File: src/rtl/btpa_pkg.sv
// Package for the boundary-tag pool allocator: widths, codes, command type.
// Used by every module under rtl/; depends on nothing.
`default_nettype none
package btpa_pkg;
   localparam int POOL_WORDS      = 4096;
   localparam int MIN_BLOCK_WORDS = 4;
   localparam int QUEUE_DEPTH     = 2;
   localparam int ADDR_W          = 12;   // word index into the store
   localparam int PTR_W           = 13;   // list pointer, top bit set means null
   localparam int SIZE_W          = 13;   // sizes and counts in words
   localparam int WIDE_W          = 14;   // sizes before the fit check, tag words
   localparam int FRAG_W          = 11;
   localparam int TAG_FLAG_BIT    = 13;   // allocated flag inside a tag word

   localparam logic [PTR_W-1:0]  NIL_PTR    = 13'h1FFF;
   localparam logic [SIZE_W-1:0] POOL_RESET = 13'd4096;
   localparam logic [FRAG_W-1:0] FRAG_MAX   = 11'h7FF;

   localparam logic ACT_ALLOC = 1'b0;
   localparam logic ACT_FREE  = 1'b1;

   localparam logic [1:0] STAT_OK      = 2'd0;
   localparam logic [1:0] STAT_NOSPACE = 2'd1;
   localparam logic [1:0] STAT_BADFREE = 2'd2;

   typedef struct packed {
      logic                    is_free;
      logic [WIDE_W-1:0]       size;     // block size with tags, floor applied
      logic [ADDR_W-1:0]       fa;       // payload start word for a free
   } cmd_type;
endpackage
`default_nettype wire

File: src/rtl/btpa_queue.sv
// Short command queue between front end and engine.
// Depends on btpa_pkg.
`default_nettype none
module btpa_queue #(
   parameter int DEPTH = btpa_pkg::QUEUE_DEPTH
) (
   input  wire logic              clock,
   input  wire logic              reset,
   input  wire logic              push,
   input  wire btpa_pkg::cmd_type push_cmd,
   output logic                   full,
   input  wire logic              pop,
   output logic                   valid,
   output btpa_pkg::cmd_type      head_cmd
);
   localparam int PW = (DEPTH > 1) ? $clog2(DEPTH) : 1;

   btpa_pkg::cmd_type slot_ff [DEPTH];
   logic [PW-1:0] wr_ptr_ff, wr_ptr_in, rd_ptr_ff, rd_ptr_in;
   logic [PW:0]   count_ff, count_in;
   logic          do_push, do_pop;

   assign full     = (count_ff == (PW+1)'(DEPTH));
   assign valid    = (count_ff != '0);
   assign head_cmd = slot_ff[rd_ptr_ff];
   assign do_push  = push && !full;
   assign do_pop   = pop && valid;

   always_comb begin
      wr_ptr_in = wr_ptr_ff;
      rd_ptr_in = rd_ptr_ff;
      count_in  = count_ff;
      if (do_push) begin
         wr_ptr_in = (wr_ptr_ff == PW'(DEPTH-1)) ? '0 : wr_ptr_ff + PW'(1);
      end
      if (do_pop) begin
         rd_ptr_in = (rd_ptr_ff == PW'(DEPTH-1)) ? '0 : rd_ptr_ff + PW'(1);
      end
      if (do_push && !do_pop) begin
         count_in = count_ff + (PW+1)'(1);
      end else if (do_pop && !do_push) begin
         count_in = count_ff - (PW+1)'(1);
      end
   end

   always_ff @(posedge clock) begin
      if (reset) begin
         wr_ptr_ff <= '0;
         rd_ptr_ff <= '0;
         count_ff  <= '0;
      end else begin
         wr_ptr_ff <= wr_ptr_in;
         rd_ptr_ff <= rd_ptr_in;
         count_ff  <= count_in;
      end
   end

   always_ff @(posedge clock) begin
      if (do_push) begin
         slot_ff[wr_ptr_ff] <= push_cmd;
      end
   end
endmodule
`default_nettype wire

File: config.mk
export PLATFORM = sky130hd
export DESIGN_NAME = btpa_queue
export DESIGN_NICKNAME = d
export VERILOG_FILES = /design/src/rtl/btpa_pkg.sv /design/src/rtl/btpa_queue.sv
export SDC_FILE = /design/constraint.sdc
export NUM_CORES = 1
export LEC_CHECK = 0
export BUFFER_PORTS_ARGS = -buffer_cell sky130_fd_sc_hd__buf_2
export CAP_MARGIN = 20
export CORE_MARGIN = 3
export CORE_UTILIZATION = 46
export CTS_BUF_LIST = sky130_fd_sc_hd__clkbuf_16
export DETAILED_ROUTE_END_ITERATION = 8
export HOLD_SLACK_MARGIN = 0.06
export PLACE_DENSITY = 0.77
export SYNTH_ARGS = -nofsm -noshare
export SYNTH_HDL_FRONTEND = slang
export SYNTH_SLANG_ARGS = --single-unit
File: constraint.sdc
create_clock -name clock -period 2.1 [get_ports clock]
set_clock_uncertainty 0.2 [all_clocks]
set_input_delay 0.315 -clock clock [delete_from_list [all_inputs] [get_ports clock]]
set_output_delay 0.315 -clock clock [all_outputs]
set_load 0.02 [all_outputs]
==> flow_summary.yaml <==
outcome:
  status: "completed"
logic_synthesis:
  synthDistinctLibCells: 15
  syn_inst: 109
  yosysWarnings: 0
  synth-seq-area-share_pct: 79.5
  syn_area_per_cell_um2: 19.9
  syn-cell-area_um2: 2170
  ys_ff_latch: 59
  syn_nets: 141
sta:
  finalCritPeriodShare_pct: 91.0
  finalSetupTns_ps: 0
  maxSlewViolCount: 0
  worstMarginPinSlew_ps: 311
  hold-worst-slack_ps: 244
  rsz0062_at_grt: "no"
  slew_headroom_pct: 79.0
  timing.final.ws_setup_ps: 190
  finalCriticalPeriod_ps: 1910
  setup_viol: 0
  fmax_mhz: 524
  hold_violations: 0
die:
  dieArea_um2: 5570
  pin_count: 60
  initial_core_util_pct: 48.7
  fp.dieW_um: 74.6
  rows: 24
  core-area_um2: 4440
  dieHeight_um: 74.6
detailed_routing:
  wirelength_um: 4090
  ant_nets: 0
  drtIter0Drc: 77
  num_vias: 1286
  drc: 0
  drtPass1Iterations: 3
  via_per_inst: 4.83
  wl_per_cell_um: 15.4
critical_path:
  critPathRequiredTime_ps: 1580
  cp_num_cells: 3
  start_kind: "register"
  slowest_delay_ps: 360
  path_class: "register to output port"
  r2r_start: "count_ff[0]"
  cp.arrival_ps: 1400
  critPathMaxFanout: 27
  cp_cell_sequence: "buf_12, mux2_2, buf_2"
  worstRegToRegCells: 4
  worst-path-buf-inv: 2
  path_delay_family: "buffers and inverters"
  worstSetupEndpointType: "output port"
  slowest_stage: "mux2_2"
global_routing:
  grt_pass1_wl_um: 6350
  grt_pass1_vias: 1380
  gr-usage-all-layers_pct: 15.9
  globalRouteOverflowTotal: 0
  antenna_found_initial: 0
  grt_max_degree: 28
power:
  leakagePower_nw: 1.22
  power_per_cell_area_nw_per_um2: 1230
  ir_drop_mv: 0.834
  total_power_w: 0.00382
cts:
  cts_tree: "yes"
  clk_latency_ps: 300
  h-tree-depth: 3
  path_clk_slew_ps: 50
  root_buffer: "clkbuf_16"
  clockBufferDepth: 2
  numCtsBuffers: 9
  cts_resized: 0
  cts_setup_buffers: 0
  cts.sinks: 59
layout:
  final_common_cell: "buf_2"
  n_antenna_cell: 0
  layout-drive-gt1-share_pct: 48.1
  final_cell_mix: "buf_2, edfxtp_1, dlygate4sd3_1"
  syn2layout_area_growth_pct: 43.2
  fillerInstances: 326
  layout.nets: 241
  final-seq-area_um2: 1720
  multi_input_area_um2: 417
min_path:
  hold_path_class: "primary input to register"
  whs_path_depth: 4
  hp-start: "push"
placed_design:
  io_buffers: 59
  dp_slack_ps: 340
  gp_congestion: 0.632
  place.detailed.hpwl_um: 2580
job:
  max-cap-violations: 0
-- where the power goes --
| part | internal (W) | leakage (nW) | switching [W] | total (W) |
|---|---|---|---|---|
| Sequential | 0.00148 | 0.546 | 0.0000593 | 0.00154 |
| Combinational | 0.000475 | 0.545 | 0.000607 | 0.00108 |
| Clock | 0.000766 | 0.132 | 0.000431 | 0.00120 |
-- cells by family after synthesis --
family	share of synthesized area [%]
DFF	79.5
muxes	14.0
and+or+nand+nor	2.25
AOI/OAI and AO/OA	1.16
buffers and inverters	1.27
xor gates and xnor gates	1.21
adders and majority gates	0.578
-- through the flow --
step,area (µm²),std cells,util (%)
after floorplan,2170,109,-
after global placement,2570,222,57.8
after detailed placement,2570,222,57.8
after CTS,3100,266,69.8
after global routing,3100,266,69.8
final,3100,266,69.8
-- final cells by class --
type	instances	area share [%]
multi-input combinational	45	13.4
tap	52	2.10
sequential	59	55.5
clock inverter	7	0.887
timing repair buffer	92	20.6
inverter	2	0.242
clock buffer	9	7.26
-- what timing repair did --
item,4_1_cts,5_1_grt
hold endpoints to repair,59,0
hold buffers,28,0
endpoints found under the setup margin,0,0
-- state kept, by name (all words and copies together) (netlist names), named ones only --
register,count
wr_ptr_ff,1
slot_ff,54
rd_ptr_ff,1
count_ff,2
-- cell usage after synthesis --
cell,instances,area share [%]
a21oi_1,2,0.46
nor2b_2,1,0.40
buf_2,1,0.23
dfxtp_1,5,4.6
or2_2,1,0.29
edfxtp_1,54,75
ha_1,1,0.58
and2_1,1,0.29
or3_1,2,0.58
nor2_1,4,0.69
o21ai_0,3,0.69
xor2_1,3,1.2
buf_4,2,0.69
mux2_2,27,14
inv_1,2,0.35
-- path summary, 6_finish.rpt --
kind                 endpoint  slack, ps
setup / recovery  head_cmd[5]        190
setup reg to reg  count_ff[1]        350
hold / removal      wr_ptr_ff        240
hold reg to reg     wr_ptr_ff        320
-- worst min-delay path, delay by kind of cell --
kind	cells	cell delay, ps
buf+inv	2	170
simple gates	1	130
compound gates	1	70
-- routing by layer --
metal / track usage [%] / share of wire, % / up-vias
met5: 0 / 0 / -
met3: 4.94 / 4.5 / 2
li1: - / - / 618
met2: 29.2 / 56 / 36
met1: 17.3 / 40 / 630
met4: 5.93 / 0.32 / 0
No activity file was read; power rests on OpenSTA's default activity.
