### config.mk
export PLATFORM = sky130hd
export DESIGN_NAME = btpa_front
export DESIGN_NICKNAME = d
export VERILOG_FILES = /design/src/rtl/btpa_pkg.sv /design/src/rtl/btpa_front.sv
export SDC_FILE = /design/constraint.sdc
export NUM_CORES = 1
export LEC_CHECK = 0
export BUFFER_PORTS_ARGS = -buffer_cell sky130_fd_sc_hd__buf_2
export CORE_MARGIN = 1
export CORE_UTILIZATION = 40
export DETAILED_ROUTE_END_ITERATION = 12
export GPL_TIMING_DRIVEN = 0
export PLACE_DENSITY = 0.9
export SLEW_MARGIN = 25
export SYNTH_ARGS = -nofsm -noshare
export SYNTH_HDL_FRONTEND = slang
export SYNTH_SLANG_ARGS = --single-unit
### constraint.sdc
create_clock -name vclk -period 4.6
set_clock_uncertainty 0.15 [all_clocks]
set_input_delay 0.23 -clock vclk [all_inputs]
set_output_delay 0.23 -clock vclk [all_outputs]
set_load 0.005 [all_outputs]
### src/rtl/btpa_pkg.sv
// Package for the boundary-tag pool allocator: widths, codes, command type.
// Used by every module under rtl/; depends on nothing.
`default_nettype none
package btpa_pkg;
   localparam int POOL_WORDS      = 4096;
   localparam int MIN_BLOCK_WORDS = 4;
   localparam int QUEUE_DEPTH     = 2;
   localparam int ADDR_W          = 12;   // word index into the store
   localparam int PTR_W           = 13;   // list pointer, top bit set means null
   localparam int SIZE_W          = 13;   // sizes and counts in words
   localparam int WIDE_W          = 14;   // sizes before the fit check, tag words
   localparam int FRAG_W          = 11;
   localparam int TAG_FLAG_BIT    = 13;   // allocated flag inside a tag word

   localparam logic [PTR_W-1:0]  NIL_PTR    = 13'h1FFF;
   localparam logic [SIZE_W-1:0] POOL_RESET = 13'd4096;
   localparam logic [FRAG_W-1:0] FRAG_MAX   = 11'h7FF;

   localparam logic ACT_ALLOC = 1'b0;
   localparam logic ACT_FREE  = 1'b1;

   localparam logic [1:0] STAT_OK      = 2'd0;
   localparam logic [1:0] STAT_NOSPACE = 2'd1;
   localparam logic [1:0] STAT_BADFREE = 2'd2;

   typedef struct packed {
      logic                    is_free;
      logic [WIDE_W-1:0]       size;     // block size with tags, floor applied
      logic [ADDR_W-1:0]       fa;       // payload start word for a free
   } cmd_type;
endpackage
`default_nettype wire

### src/rtl/btpa_front.sv
// Front end: take request transactions and turn them into engine commands.
// Depends on btpa_pkg.
`default_nettype none
module btpa_front #(
   parameter int MIN_BLOCK_WORDS = btpa_pkg::MIN_BLOCK_WORDS
) (
   input  wire logic              in_valid,
   output logic                   in_ready,
   input  wire logic              in_action,
   input  wire logic [12:0]       in_req_words,
   input  wire logic [11:0]       in_free_addr,
   output logic                   push,
   output btpa_pkg::cmd_type      cmd,
   input  wire logic              q_full
);
   logic [btpa_pkg::WIDE_W-1:0] raw_size;

   // add header and trailer, then raise to the minimum block
   assign raw_size = {1'b0, in_req_words} + btpa_pkg::WIDE_W'(2);
   assign in_ready = !q_full;
   assign push     = in_valid && !q_full;

   always_comb begin
      cmd.is_free = (in_action == btpa_pkg::ACT_FREE);
      cmd.fa      = in_free_addr;
      if (raw_size < btpa_pkg::WIDE_W'(MIN_BLOCK_WORDS)) begin
         cmd.size = btpa_pkg::WIDE_W'(MIN_BLOCK_WORDS);
      end else begin
         cmd.size = raw_size;
      end
   end
endmodule
`default_nettype wire

==> results of run 1 <==
synth_stat cells, drive strengths merged, types with 2 or more instances:
master,number
ha,2
nor4,2
a41oi,2
nand2,4
nor3b,2
xnor2,6
buf,15
nand3,7
a21o,2
xor2,5
or4,2
and3,5
inv,3
nor3,2
nand4,4
logic make-up (layout without fill, tap and decap cells):
kind of cell | count (synthesis) | in the layout | share of synthesized area
xor+xnor | 11 | 11 | 0.178
simple gates | 32 | 32 | 0.353
buf+inv | 19 | 61 | 0.231
compound gates | 12 | 12 | 0.192
fa+ha+maj | 2 | 2 | 0.0462
power breakdown:
part	total, mW	internal, mW	switching, mW
registers	0	0	0
clock network	0	0	0
logic	0.0599	0.0319	0.0280
cell type report:
| cell class | count | share of cell area |
|---|---|---|
| Buffer | 16 | 0.148 |
| Multi-Input combinational cell | 57 | 0.541 |
| Inverter | 3 | 0.0146 |
| Timing Repair Buffer | 42 | 0.273 |
| Tap cell | 14 | 0.0228 |
path summary, 6_finish.rpt:
check | startpoint | to | slack, ns | cells after the start
worst max-delay path | in_req_words[1] | cmd[14] | 2.42 | 7
worst min-delay path | in_free_addr[9] | cmd[9] | 0.48 | 2
metal layers:
layer,wire length [um],track usage
met3,139,0
met4,0,0.0259
met1,570,0.223
met2,697,0.304
met5,0,0
metrics by stage:
| step | cell area [um^2] | util |
|---|---|---|
| after floorplan | 542 | - |
| after global placement | 769 | 0.649 |
| after detailed placement | 769 | 0.649 |
| after CTS | 769 | 0.649 |
| after global routing | 769 | 0.649 |
| final | 769 | 0.649 |
==> out/qor.yml, run 1 <==
run_status:
  outcome: "finished, final reports clean"
power_and_ir_drop:
  p_leak_nw: 0.404
  ir_drop_mv: 0.0430
  power_density_nw_per_um2: 77.9
  fin_total_pwr_mw: 0.0599
setup_path:
  setup.worst_path.start_class: "input pin"
  endpoint_kind: "primary output"
  crit_slowest_cell: "or4_4"
  worstPathRequired_ns: 4.22
  critPathMaxFanout: 6
  crit_chain: "buf_2 > ha_1 > or4_4 > a21o_1 > a221oi_2 > a41o_1 > buf_2"
  critPathArrivalTime_ns: 1.80
  cpMostUsedCell: "buf_2"
  path_class: "in -> out"
  critPathTopFamily: "compound AO/OA/AOI/OAI gates"
  max_stage_delay_ns: 0.44
  crit_buf_inv: 2
finish:
  nNetsFinal: 150
  multi_input_area_um2: 417
  ff_latch_area_um2: 0
  final_cells: 132
  clkbuf_count: 0
  syn_to_final_growth_pct: 42.0
  layout_common_cells: "43 x buf_2, 14 x buf_4, 7 x nand3_1"
  fillers: 121
  insertedDiodeCount: 0
  numSequentialCells: 0
  drive_gt1_frac: 0.517
  final_common_cell: "buf_2"
die:
  fp.coreArea_um2: 1190
  die_width_um: 38.8
  die_y_um: 38.8
  fp.dieArea_um2: 1510
  num_io_pins: 57
  start_util: 0.457
  rows: 12
detailed_routing:
  drt_iter0_markers: 7
  drc: 0
  viasPerCell: 5.43
  routedWlPerCell_um: 10.7
  firstDrtPassIters: 4
  routed_wl_um: 1410
  ant_nets: 0
  vias: 717
sta:
  max_freq_ghz: 0.460
  worst_slack_ns: 2.42
  tightest_slew_ns: 0.509
  maxSlewViolCount: 0
  worst_hold_slack_ns: 0.476
  finalSetupViolations: 0
  tns_ns: 0
  fin_crit_sh: 0.473
  hold_violations: 0
  layout_min_cycle_time_ns: 2.18
  grt_setup_unrepaired: "no"
  slew_headroom: 0.655
grt:
  grtUsageTotal: 0.168
  grt_max_degree: 11
  grt_pass1_wl_um: 1900
  antenna_found_initial: 0
  grt_pass1_vias: 483
  overflow: 0
logic_synthesis:
  synth.area.top_cells: "buf_4 19%, xnor2_1 9.7%, xor2_1 8.1%"
  synth_cells: 76
  yosysTopAreaCell: "buf_4"
  syn-num-nets: 106
  yosys_warnings: 0
  synth_area_um2: 542
  synth.distinct_cells: 31
  syn_area_per_cell_um2: 7.13
  yosysSeqAreaShare: 0
  synth_top_area_share: 0.194
placement:
  dp_cells: 132
  dp_hpwl_um: 1180
  io_buffers: 42
  pre_cts_ws_ns: 2.43
  place_congestion: 0.865
clocking:
  cts_resized: 0
  postCtsHoldBufs: 0
  postCtsSetupBuffers: 0
run:
  drv_cap: 0
min_path:
  hold_class: "in -> out"
Note: power is estimated with default switching activity, not from simulation.
==> run 2: changes to the inputs <==
Settings changed: CORE_UTILIZATION 40 to 34, PLACE_DENSITY 0.9 to 0.82.
Clock period 4.6 ns to 1.9 ns, I/O delays scaled along.
==> run 2 against run 1 <==
  * Critical path depth unchanged
  * Global-route usage down 3.0 points
  * Highest routed layer unchanged
  * First-iteration DRC count rose to 2.7 times the previous value
  * Total power up 150%
  * Via count up 0.56%
  * Die area up 17%
  * Sequential cell count unchanged
  * Combinational power up 150%
  * Utilization down 12 points
  * Count of clock-buffer cells in the layout unchanged
  * Cell count up 1.5%
  * Sequential share of layout area unchanged
==> out/qor.yml, run 2 (synthesis gave the netlist of run 1 again) <==
placement:
  pre_cts_ws_ns: -0.00573
  place_congestion: 0.753
  place_area_um2: 772
  dp_hpwl_um: 1140
  io_buffers: 42
run_status:
  outcome: "finished, final reports clean"
finish:
  numSequentialCells: 0
  clkbuf_count: 0
  syn_to_final_growth_pct: 45.3
  multi_input_area_um2: 429
  design_area_um2: 787
  ff_latch_area_um2: 0
  layout_common_cells: "42 x buf_2, 14 x buf_4, 7 x nand3_1"
  drive_gt1_frac: 0.525
  final_common_cell: "buf_2"
  insertedDiodeCount: 0
  fillers: 143
  final_util: 0.529
  nNetsFinal: 150
sta:
  fin_crit_sh: 0.967
  slew_headroom: 0.658
  maxSlewViolCount: 0
  hold_violations: 0
  finalSetupViolations: 0
  worst_hold_slack_ns: 0.204
  worst_slack_ns: 0.0621
  max_freq_ghz: 0.544
  layout_min_cycle_time_ns: 1.84
  tightest_slew_ns: 0.505
detailed_routing:
  routedWlPerCell_um: 10.2
  drc: 0
  ant_nets: 0
  routed_wl_um: 1370
  firstDrtPassIters: 4
  vias: 721
  drt_iter0_markers: 19
  viasPerCell: 5.38
grt:
  antenna_found_initial: 0
  grt_max_degree: 11
  grt_pass1_vias: 532
  grt_pass1_wl_um: 2080
  grtUsageTotal: 0.138
  overflow: 0
setup_path:
  critPathArrivalTime_ns: 1.59
  setup.worst_path.start_class: "input pin"
  crit_chain: "clkbuf_4 > ha_4 > or4_4 > a21o_1 > a221oi_2 > a41o_1 > buf_2"
  max_stage_delay_ns: 0.42
  worstPathRequired_ns: 1.65
  crit_slowest_cell: "or4_4"
  path_class: "in -> out"
  critPathTopFamily: "compound AO/OA/AOI/OAI gates"
  endpoint_kind: "primary output"
  critPathMaxFanout: 6
  crit_buf_inv: 2
power_and_ir_drop:
  p_int_mw: 0.0800
  p_leak_nw: 0.405
  power_density_nw_per_um2: 190
  swShare: 0.464
  ir_drop_mv: 0.0838
  pwr-share-seq: 0
  clkPwrFrac: 0
  power_switching_mw: 0.0693
  fin_total_pwr_mw: 0.149
  p_comb_frac: 1.000
die:
  rows: 14
  fp.coreArea_um2: 1490
  die_y_um: 41.9
  start_util: 0.364
  num_io_pins: 57
  die_width_um: 41.9
  fp.dieArea_um2: 1760
run:
  drv_cap: 0
min_path:
  min_path_cells: 2
  hold_start: "in_free_addr[10]"
  hold_class: "in -> out"
  min_to: "cmd[10]"
clocking:
  postCtsSetupBuffers: 0
==> run 2: cell count changes in the layout (fill, tap and decap cells not counted), sizes merged <==
cell,before,now
clkbuf,1,2
buf,57,56
==> run 2: how the worst max path moves through the flow <==
stage	end	cells past startpoint	from
final	cmd[14]	7	in_req_words[1]
after global routing	cmd[13]	7	in_req_words[1]
after CTS	cmd[13]	7	in_req_words[1]
after detailed placement	cmd[13]	7	in_req_words[1]
after global placement	cmd[14]	7	in_req_words[1]
after floorplan	cmd[14]	5	in_req_words[1]
==> run 2: final cells by class <==
class / count / area share
tap: 16 / 0.0254
timing repair buffer: 42 / 0.270
inverter: 3 / 0.0143
multi-input combinational: 57 / 0.545
buffer: 16 / 0.145
==> run 2: stage by stage <==
| step | instances | setup TNS [ns] |
|---|---|---|
| after global routing | 134 | -0.0461 |
| after detailed placement | 134 | -0.0153 |
| final | 134 | 0 |
| after CTS | 134 | 0 |
| after floorplan | 76 | 0 |
| after global placement | 134 | 0 |
==> run 2: repair_timing <==
item / in CTS / in global routing
endpoints found under the setup margin: 3 / 3
resized for setup: 1 / 2
pin swaps: 0 / 2
hold buffers: 0 / 0
==> run 2: power by group through the flow <==
stage | sequential, mW | combinational [mW] | clock [mW]
2_1_floorplan | 0 | 0.0798 | 0
5_1_grt | 0 | 0.163 | 0
3_3_place_gp | 0 | 0.142 | 0
6_report | 0 | 0.149 | 0
4_1_cts | 0 | 0.146 | 0
3_5_place_dp | 0 | 0.145 | 0
==> run 2: layer usage <==
layer  GRT usage  vias up  share of wire
met5           0        -              0
met4           0        0              0
met3           0        0          0.088
met2       0.272       42           0.49
met1       0.176      318           0.42
li1            -      361              -
==> run 3: changes to the inputs <==
Settings changed: CORE_UTILIZATION 34 to 37, PLACE_DENSITY 0.82 to 0.84.
Clock period 1.9 ns to 2.05 ns, I/O delays scaled along.
==> run 3 against run 2 <==
  * Cell count shrank 0.75%
  * Non-clock buffer count is the same
  * Global-route usage grew 4.9 points
  * Largest power group unchanged
  * Via count grew 1.5%
  * Worst hold slack gained 0.017 ns
  * Wire length grew 7.1%
  * Sequential share of layout area is the same
  * Largest cell class unchanged
==> out/qor.yml, run 3 (synthesis gave the netlist of run 1 again) <==
die:
  fp.coreArea_um2: 1330
  die_y_um: 40.3
  rows: 13
  die_width_um: 40.3
  num_io_pins: 57
  fp.dieArea_um2: 1620
  start_util: 0.406
detailed_routing:
  top_layer: "met3"
  drt_iter0_markers: 17
  vias: 732
  drc: 0
  met2_length_um: 783
  firstDrtPassIters: 4
  routedWlPerCell_um: 11.0
  routed_wl_um: 1470
  viasPerCell: 5.50
  ant_nets: 0
  wl_met1_um: 534
  met3WireLength_um: 147
grt:
  overflow: 0
  grt_pass1_vias: 554
  grtUsageTotal: 0.188
  grt_pass1_wl_um: 2190
  antenna_found_initial: 0
  grt_max_degree: 11
setup_path:
  endpoint_kind: "primary output"
  startpoint: "in_req_words[1]"
  setup.worst_path.start_class: "input pin"
  worstPathRequired_ns: 1.80
  cp-endpoint: "cmd[13]"
  critPathArrivalTime_ns: 1.69
  critPathMaxFanout: 6
  path_class: "in -> out"
placement:
  pre_cts_ws_ns: 0.0876
  io_buffers: 42
  dp_hpwl_um: 1260
  place_congestion: 0.906
min_path:
  min_path_cells: 2
  hold_class: "in -> out"
finish:
  nNetsFinal: 150
  final_common_cell: "buf_2"
  clkbuf_count: 0
  ff_latch_area_um2: 0
  drive_gt1_frac: 0.517
  numSequentialCells: 0
  fillers: 138
  layout_common_cells: "43 x buf_2, 14 x buf_4, 7 x nand3_1"
  syn_to_final_growth_pct: 44.3
  insertedDiodeCount: 0
sta:
  maxSlewViolCount: 0
  fin_crit_sh: 0.949
  tightest_slew_ns: 0.545
  finalSetupViolations: 0
  worst_slack_ns: 0.104
  hold_violations: 0
  layout_min_cycle_time_ns: 1.95
  slew_headroom: 0.631
  grt_setup_unrepaired: "no"
  max_freq_ghz: 0.514
  tns_ns: 0
run_status:
  outcome: "finished, final reports clean"
power_and_ir_drop:
  pwr-share-seq: 0
  p_comb_frac: 1.000
  ir_drop_mv: 0.0704
  swShare: 0.475
  p_int_mw: 0.0720
  power_switching_mw: 0.0651
  p_leak_nw: 0.412
  clkPwrFrac: 0
  power_density_nw_per_um2: 175
clocking:
  postCtsSetupBuffers: 0
run:
  drv_cap: 0
-- run 3: changes by cell type in the layout (fill, tap and decap cells not counted), sizes merged --
cell,change
clkbuf,-1
buf,+1
-- run 3: final cells by class --
class,instances,area [um^2],share of cell area
well taps,15,18.8,0.0240
plain buffers,16,114,0.146
repair buffers,42,210,0.269
multi-input cells,57,428,0.547
inverters,3,11.3,0.0144
-- run 3: power by group through the flow --
stage | clock (mW) | combinational (mW) | sequential, mW
floorplan | 0 | 0.0740 | 0
global placement | 0 | 0.132 | 0
detailed placement | 0 | 0.135 | 0
CTS | 0 | 0.136 | 0
global route | 0 | 0.154 | 0
finish | 0 | 0.137 | 0
-- run 3: worst min path at each step --
stage	start	to	slack, ns
2_1_floorplan	q_full	in_ready	0.08
3_3_place_gp	in_free_addr[5]	cmd[5]	0.22
3_5_place_dp	in_free_addr[3]	cmd[3]	0.22
4_1_cts	in_free_addr[3]	cmd[3]	0.22
5_1_grt	in_free_addr[1]	cmd[1]	0.23
6_report	in_free_addr[10]	cmd[10]	0.22
-- run 3: metrics by stage --
stage               area [um^2]  hold WS, ns   util  cells  total power, mW
CTS                         771        0.221  0.578    133            0.136
global route                782        0.231  0.586    133            0.154
detailed placement          771        0.221  0.578    133            0.135
floorplan                   542       0.0815      -     76           0.0740
finish                      782        0.221  0.586    133            0.137
global placement            771        0.221  0.578    133            0.132
-- run 3: routing by layer --
layer  vias up  GRT usage
met5         -          0
met4         0     0.0250
met3         0          0
met2        46      0.399
met1       325      0.205
li1        361          -
-- run 3: worst max-delay path, cell delays in order --
cell	delay [ns]
buf_2	0.13
ha_1	0.25
or4_4	0.45
a21o_1	0.22
a221oi_4	0.22
a41oi_1	0.16
buf_2	0.16
-- run 3: timing repair --
action	in CTS	in global routing
hold buffers	0	0
gates resized for setup	0	1
endpoints found under the setup margin	0	2
